`src/rtl/ppd_pkg.sv`:
```
`default_nettype none
package ppd_pkg;

  localparam int RATE_W    = 28;
  localparam int CFG_W     = 30;
  localparam int REF_W     = 27;
  localparam int VLIM_W    = 30;
  localparam int PHMIN_W   = 24;
  localparam int CFG_IDX_W = 2;

  localparam logic [1:0] ST_OK      = 2'd0;
  localparam logic [1:0] ST_OUTSIDE = 2'd1;
  localparam logic [1:0] ST_NO_SOL  = 2'd2;

  localparam logic [CFG_IDX_W-1:0] CFG_REF_CLOCK = 2'd0;
  localparam logic [CFG_IDX_W-1:0] CFG_VCO_MAX   = 2'd1;
  localparam logic [CFG_IDX_W-1:0] CFG_VCO_MIN   = 2'd2;
  localparam logic [CFG_IDX_W-1:0] CFG_PD_MIN    = 2'd3;

  localparam logic [REF_W-1:0]   RST_REF_CLOCK = 27'd48000000;
  localparam logic [VLIM_W-1:0]  RST_VCO_MAX   = 30'd400000000;
  localparam logic [VLIM_W-1:0]  RST_VCO_MIN   = 30'd100000000;
  localparam logic [PHMIN_W-1:0] RST_PD_MIN    = 24'd250000;

  localparam logic [11:0] P_MIN     = 12'd8;
  localparam logic [11:0] P_MAX     = 12'd2055;
  localparam logic [7:0]  Q_FIRST   = 8'd2;
  localparam logic [7:0]  Q_LAST    = 8'd129;
  localparam logic [6:0]  DIV_FIRST = 7'd127;
  localparam logic [6:0]  DIV_LAST  = 7'd4;
  localparam logic [2:0]  EXT_SH_FIRST = 3'd1;
  localparam logic [2:0]  EXT_SH_LAST  = 3'd4;

  // ppm scale 256e6 = 125000 * 2^11
  localparam int          PPM_K_W   = 17;
  localparam logic [16:0] PPM_K     = 17'd125000;
  localparam int          PPM_SHIFT = 11;
  localparam logic [24:0] MAG_MAX   = 25'h1FFFFFF;

  // quotient bits below the overflow bit, per divider use
  localparam logic [4:0] P_QBITS   = 5'd12;
  localparam logic [4:0] MAG_QBITS = 5'd25;
  localparam logic [4:0] ACH_QBITS = 5'd28;

  localparam logic [1:0] RANGE_LAST_ADC = 2'd1;
  localparam logic [1:0] RANGE_LAST_DAC = 2'd2;

  typedef struct packed {
    logic [26:0] lo_num;
    logic [13:0] lo_den;
    logic [26:0] hi_num;
    logic [13:0] hi_den;
    logic [3:0]  mshift;
  } range_t;

  // edges as num/den in Hz; multiplier as a shift
  function automatic range_t range_lookup(input logic adc, input logic [1:0] idx);
    range_t r;
    r = '0;
    if (adc) begin
      unique case (idx)
        2'd0: r = '{27'd1953125, 14'd10000, 27'd52734375, 14'd1000, 4'd9};
        2'd1: r = '{27'd52734375, 14'd1000, 27'd105468751, 14'd1000, 4'd8};
        default: r = '0;
      endcase
    end else begin
      unique case (idx)
        2'd0: r = '{27'd30000, 14'd1, 27'd54000, 14'd1, 4'd9};
        2'd1: r = '{27'd54000, 14'd1, 27'd108000, 14'd1, 4'd8};
        2'd2: r = '{27'd108000, 14'd1, 27'd2160001, 14'd10, 4'd7};
        default: r = '0;
      endcase
    end
    return r;
  endfunction

  typedef enum logic [4:0] {
    S_IDLE, S_RANGE, S_EXT_INIT, S_DIV_SRCH, S_Q_INIT, S_Q_CHECK, S_P_WAIT,
    S_ACT, S_DIFF, S_PPM_MUL, S_PPM_START, S_PPM_WAIT, S_BEST, S_Q_NEXT,
    S_EXT_NEXT, S_FIN, S_ACH_MUL, S_ACH_START, S_ACH_WAIT
  } state_t;

  typedef enum logic [4:0] {
    CMD_NONE, CMD_LOAD, CMD_RANGE, CMD_EXT_INIT, CMD_DIV_STEP, CMD_Q_INIT,
    CMD_P_START, CMD_P_LATCH, CMD_ACT, CMD_DIFF, CMD_PPM_MUL, CMD_PPM_START,
    CMD_PPM_ROUND, CMD_BEST, CMD_Q_NEXT, CMD_EXT_NEXT, CMD_ACH_MUL,
    CMD_ACH_START, CMD_EMIT_OK, CMD_EMIT_OUT, CMD_EMIT_NOSOL
  } cmd_t;

  typedef struct packed {
    logic hit;
    logic range_last;
    logic vco_fit;
    logic div_last;
    logic q_ok;
    logic div_done;
    logic p_ok;
    logic q_last;
    logic es_last;
    logic have;
  } dp_status_t;

endpackage
`default_nettype wire

```
`src/rtl/ppd_ctrl.sv`:
```
`default_nettype none
module ppd_ctrl
  import ppd_pkg::*;
(
  input  wire logic       clk,
  input  wire logic       rst,
  input  wire logic       start,
  input  wire dp_status_t st,
  output cmd_t            cmd,
  output logic            busy
);

  state_t state, state_next;

  always_ff @(posedge clk) begin
    if (rst) begin
      state <= S_IDLE;
    end else begin
      state <= state_next;
    end
  end

  assign busy = state != S_IDLE;

  always_comb begin
    state_next = state;
    cmd        = CMD_NONE;
    unique case (state)
      S_IDLE: begin
        if (start) begin
          cmd        = CMD_LOAD;
          state_next = S_RANGE;
        end
      end
      S_RANGE: begin
        if (st.hit) begin
          cmd        = CMD_RANGE;
          state_next = S_EXT_INIT;
        end else if (st.range_last) begin
          cmd        = CMD_EMIT_OUT;
          state_next = S_IDLE;
        end else begin
          cmd = CMD_RANGE;
        end
      end
      S_EXT_INIT: begin
        cmd        = CMD_EXT_INIT;
        state_next = S_DIV_SRCH;
      end
      S_DIV_SRCH: begin
        if (st.vco_fit) begin
          state_next = S_Q_INIT;
        end else if (st.div_last) begin
          state_next = S_EXT_NEXT;
        end else begin
          cmd = CMD_DIV_STEP;
        end
      end
      S_Q_INIT: begin
        cmd        = CMD_Q_INIT;
        state_next = S_Q_CHECK;
      end
      S_Q_CHECK: begin
        if (st.q_ok) begin
          cmd        = CMD_P_START;
          state_next = S_P_WAIT;
        end else begin
          state_next = S_Q_NEXT;
        end
      end
      S_P_WAIT: begin
        if (st.div_done) begin
          cmd        = CMD_P_LATCH;
          state_next = st.p_ok ? S_ACT : S_Q_NEXT;
        end
      end
      S_ACT: begin
        cmd        = CMD_ACT;
        state_next = S_DIFF;
      end
      S_DIFF: begin
        cmd        = CMD_DIFF;
        state_next = S_PPM_MUL;
      end
      S_PPM_MUL: begin
        cmd        = CMD_PPM_MUL;
        state_next = S_PPM_START;
      end
      S_PPM_START: begin
        cmd        = CMD_PPM_START;
        state_next = S_PPM_WAIT;
      end
      S_PPM_WAIT: begin
        if (st.div_done) begin
          cmd        = CMD_PPM_ROUND;
          state_next = S_BEST;
        end
      end
      S_BEST: begin
        cmd        = CMD_BEST;
        state_next = S_Q_NEXT;
      end
      S_Q_NEXT: begin
        cmd        = CMD_Q_NEXT;
        state_next = st.q_last ? S_EXT_NEXT : S_Q_CHECK;
      end
      S_EXT_NEXT: begin
        cmd        = CMD_EXT_NEXT;
        state_next = st.es_last ? S_FIN : S_EXT_INIT;
      end
      S_FIN: begin
        if (st.have) begin
          state_next = S_ACH_MUL;
        end else begin
          cmd        = CMD_EMIT_NOSOL;
          state_next = S_IDLE;
        end
      end
      S_ACH_MUL: begin
        cmd        = CMD_ACH_MUL;
        state_next = S_ACH_START;
      end
      S_ACH_START: begin
        cmd        = CMD_ACH_START;
        state_next = S_ACH_WAIT;
      end
      S_ACH_WAIT: begin
        if (st.div_done) begin
          cmd        = CMD_EMIT_OK;
          state_next = S_IDLE;
        end
      end
      default: begin
        state_next = S_IDLE;
      end
    endcase
  end

endmodule
`default_nettype wire

```
`config.mk`:
```
export PLATFORM = sky130hd
export DESIGN_NAME = ppd_ctrl
export DESIGN_NICKNAME = d
export VERILOG_FILES = /design/src/rtl/ppd_pkg.sv /design/src/rtl/ppd_ctrl.sv
export SDC_FILE = /design/constraint.sdc
export NUM_CORES = 1
export LEC_CHECK = 0
export ABC_AREA = 1
export BUFFER_PORTS_ARGS = -buffer_cell sky130_fd_sc_hd__clkbuf_2
export CAP_MARGIN = 0
export CORE_AREA = 2 2 51 58
export CTS_BUF_LIST = sky130_fd_sc_hd__clkbuf_4 sky130_fd_sc_hd__clkbuf_8
export CTS_CLUSTER_DIAMETER = 100
export CTS_CLUSTER_SIZE = 25
export DETAILED_ROUTE_END_ITERATION = 10
export DIE_AREA = 0 0 53 60
export PLACE_DENSITY_LB_ADDON = 0.15
export RECOVER_POWER = 50
export SLEW_MARGIN = 10
export SYNTH_ARGS = -nofsm -noshare
export SYNTH_HDL_FRONTEND = slang
export SYNTH_SLANG_ARGS = --single-unit
```
`constraint.sdc`:
```
create_clock -name clk -period 1.6 [get_ports clk]
set_input_delay 0 -clock clk [delete_from_list [all_inputs] [get_ports clk]]
set_output_delay 0 -clock clk [all_outputs]
set_load 0.03 [all_outputs]
```
== Yosys cells after proc, flatten, opt, wreduce, memory -nomap -nowiden ==
Index checks and enable logic that the tools add are counted.

* Flip-flop bits (word level): 5
* Bits of input ports: 13
* Output and inout bits: 6
* Word-level logic and storage cells: 53

* Equality and inequality tests: 24
* Muxes and demuxes: 25
* Reduce and logical (&&, ||, !) cells: 3

{| class="wikitable"
|+ Operators by type and width
! operator !! count
|-
| $pmux W5 S19 || 2
|-
| $mux W5 || 13
|-
| $eq A5 B4 Y1 const B || 8
|-
| $eq A5 B3 Y1 const B || 4
|-
| $mux W4 || 5
|-
| $eq A5 B5 Y1 const B || 3
|-
| $mux W3 || 4
|-
| $eq A5 B2 Y1 const B || 2
|-
| $ne A2 B2 Y1 const B || 4
|-
| $ne A3 B3 Y1 const B || 2
|-
| $reduce_and A6 Y1 || 1
|-
| $eq A5 B1 Y1 const B || 1
|-
| $logic_not A5 Y1 || 1
|-
| $reduce_bool A5 Y1 || 1
|-
| $mux W1 || 1
|}

== Logic depth before layout (Yosys ltp) ==
* Word-level depth: 3
* Gate-level depth with buffers: 11
* Depth with buffers taken out: 10

== Worst setup path after synthesis ==
Ideal clock, no wire load.

* Path type: register to output
* Start point: reg state[0]
* End point: out cmd[2]
* Arrival time: 1.289 ns
* Required time: 1.600 ns
* Path slack: 0.311 ns
* Cell stages (with the launch flop): 5
* Path buffers: 1
* Cells stage by stage: dfxtp_1 -> buf_6 -> nor2_1 -> nand2_1 -> o2111ai_1

* Cells in the longest elaborated chain, start to end: 2
* Elaborated cells between the ends (all ways): 20
* Classes of those cells: 18 x eq/ne; 1 x mux; 1 x reduce/logical

{| class="wikitable"
|+ Ends and longest elaborated chain
! what !! line !! text
|-
| start: declaration || ppd_ctrl.sv:13 || <nowiki>state_t state, state_next;</nowiki>
|-
| start signal: assignment || ppd_ctrl.sv:19 || <nowiki>state <= state_next;</nowiki>
|-
| $eq A5 B5 Y1, or another cell as far along || ppd_ctrl.sv:28 || <nowiki>unique case (state)</nowiki>
|-
| $pmux W5 S19 (*) || ppd_ctrl.sv:28 ||
|-
| end: declaration || ppd_ctrl.sv:9 || <nowiki>output cmd_t cmd,</nowiki>
|}

Every way passes the cells marked *; elsewhere a longest branch is shown, timed or not.

== Final worst setup path ==
Ends and elaborated chain as after synthesis.

==> results.md <==
* Syn_area_per_cell at 5.151 um^2
* Final period util at around 99%
* Simple-gate portion of the synthesized area at 62.14%
* RSZ-0062 raised after global routing: yes
* Final setup skew at 0.0009947 ns
* Adder-cell share of the synthesized area at 0%
* Wirelength per Cell at 12.36 um
* CP Class: reg -> out
* Max Used Layer: met4
* HP Class: in -> reg
* Hold WS at approximately 0.14 ns
* Fin crit period at about 1.6 ns
* Post-Synth XOR/XNOR Area at 0%
* Max cap viols at 0
* Warnings, synthesis at 0
* Placeable Area at roughly 0.0026 mm^2
* Max H-tree Level at 1
* Drt pass-1 iters at 4
* Number of global-route vias before repair at a little under 1k
* Initial DRC count at 29
* Placed cell areas at a little over 900 um^2
* Die ar. at ~0.0032 mm^2
* Main combinational cell family by area after synthesis: simple AND/OR/NAND/NOR gates
* Wire length on met3 at 179 um
* Final Slew Violations at 0
* Syn nets at 158
* Met2 wire length at ~1.3 mm
* GRT Overall Usage at 18.08%
* Critical path required time at 1.60 ns
* CTS Sinks at 5
* Cell Area, Synth at 747.0 um^2
* Initial Util at 28.43%
* Post-synthesis mux area share at 0%
* FP Rows at 20
* Vias at roughly 1.1k
* DRT antenna net count at 0
* Clock Tree Buf Depth at 2
* Filler cells at 314
* Met1 wire length at 1.014 mm
* Gpl congestion at 0.8390
* TritonCTS clock tree: yes
* CP Data Arrival Time at 1.58 ns
* Setup violations, final at 0
* CP Launch Type: register
* Pin count of the biggest net entering global routing at 10
* Hold violation total from the final report at 0
* Compound-cell area share of the yosys netlist at 10.05%
* Syn-to-layout area delta at 51.09%
* Regs by FF count: state x5
* Final #Nets at just under 200
* DRT Wirelength at roughly 2.6 mm
* Status: finished clean
* Worst setup EP type: output port
* DRC Markers at 0
* Headroom to the max-slew limit at 81.87%
* CTS root buffer: clkbuf_4
* Fmax at 631.4 MHz
* Count of cell types in the netlist at 22
* Syn Inst Count at 145
* Avg Vias per Cell at 5.056
* Final instance area at 0.001129 mm^2
* Max reg flops at 5
* CTS Buf Count at 3
* Initial antenna violation count at 0
* Most flops, register: state
* Die W at 53 um
* Detail Placement HPWL at about 2.0 mm
* Power density cells at 714.3 mW/mm^2
* Max VDD drop at 512.1 uV
* #FFs+latches synth at 5
* I/O pins at 19
* Worst Tran Pin Value at 0.2710 ns
* GR Overflow Total at 0
* Layout cells sized above 1 at 41.44%
* Static leakage at between 0.6 and 0.7 nW
* Post-synthesis sequential area ratio at 13.40%
* Crit path max fanout at 7
* Antenna diodes at 0
* Port Buffer Count at 18
* Clock transition at the registers of the reported paths at approximately 0.04 ns
* Setup slack, reg-to-reg at 0.12 ns
* First-pass GRT wire length at 4.215 mm
* Overall die height at 60 um
* Worst-Skew Late Latency at 0.24 ns
==> Yosys cell counts (all sizes together) <==
cell type / n / area [um^2]
a21oi: 7 / 35.03
buf: 3 / 30.03
dfxtp: 5 / 100.1
inv: 20 / 77.58
nand2: 48 / 187.7
nand3: 16 / 80.08
nand3b: 3 / 22.52
nand4: 4 / 25.02
nor2: 29 / 123.9
nor3: 1 / 5.000
nor3b: 1 / 7.510
nor4: 1 / 6.260
o2111ai: 2 / 17.52
o21ai: 3 / 15.01
o21bai: 1 / 7.510
or2: 1 / 6.260
==> routing by layer <==
metal,global-route usage (%),vias up
met2,31.61,55
met1,20.91,482
met5,0,-
li1,-,533
met3,2.000,12
met4,10.62,0
==> kinds of logic (layout without fill, tap and decap cells) <==
logic type	after synthesis	count (layout)
buf+inv	23	59
compound gates	13	13
flops	5	5
simple gates	104	104
==> worst paths after layout <==
kind	startpoint	to	cells past startpoint
min	st[0]	state[4]	5
max reg2reg	state[1]	state[0]	9
max	state[0]	cmd[2]	9
min reg2reg	state[3]	state[3]	2
==> per-stage QoR <==
step	worst slack, ns	cells	TNS [ns]	power (mW)	utilization [%]
after CTS	-0.009029	212	-0.009029	0.7581	40.14
after floorplan	0.3107	145	0	0.4203	-
final	0.01609	214	0	0.8062	42.95
after detailed placement	-0.02827	201	-0.02827	0.5238	34.57
after global placement	-0.05559	201	-0.07182	0.5285	34.57
after global routing	-0.06978	214	-0.1591	0.8712	42.95
==> cell usage in the layout, fill, tap and decap left out, types with 4 or more instances in the layout <==
master,n
nor2_2,6
inv_2,8
nand3_1,14
nor2_1,19
dfxtp_4,5
buf_4,17
nand2_1,41
clkbuf_2,14
nand2_2,6
inv_1,11
nand4_1,4
a21oi_1,6
nor2_4,4
clkbuf_4,4
==> timing repair <==
item / 4_1_cts / 5_1_grt
hold endpoints to repair: 4 / 0
hold buffers: 1 / 0
pin swaps: 3 / 8
gates resized for setup: 22 / 22
buffers inserted: 6 / 2
endpoints found under the setup margin: 5 / 6
==> area by class of cell <==
cell class	count	area (um^2)	share of cell area, %
multi-input cells	117	615.6	54.55
repair buffers	35	245.2	21.73
clock buffers	4	30.03	2.661
well taps	33	41.29	3.659
flip-flops and latches	5	118.9	10.53
inverters	20	77.57	6.874
==> critical path, stage by stage (launching register included) <==
cell	delay [ns]
dfxtp_4	0.37
buf_4	0.15
nand3_4	0.08
inv_2	0.05
nand2_1	0.10
nor2_2	0.06
buf_4	0.12
nor2_1	0.11
o2111ai_1	0.12
buf_4	0.19
==> power breakdown <==
part / switching, mW / leakage [nW] / internal, mW
registers: 0.0341 / 0.0444 / 0.137
logic: 0.281 / 0.557 / 0.193
clock network: 0.0499 / 0.0184 / 0.111
total: 0.365 / 0.619 / 0.441
Power figures use the tool's default switching activity.
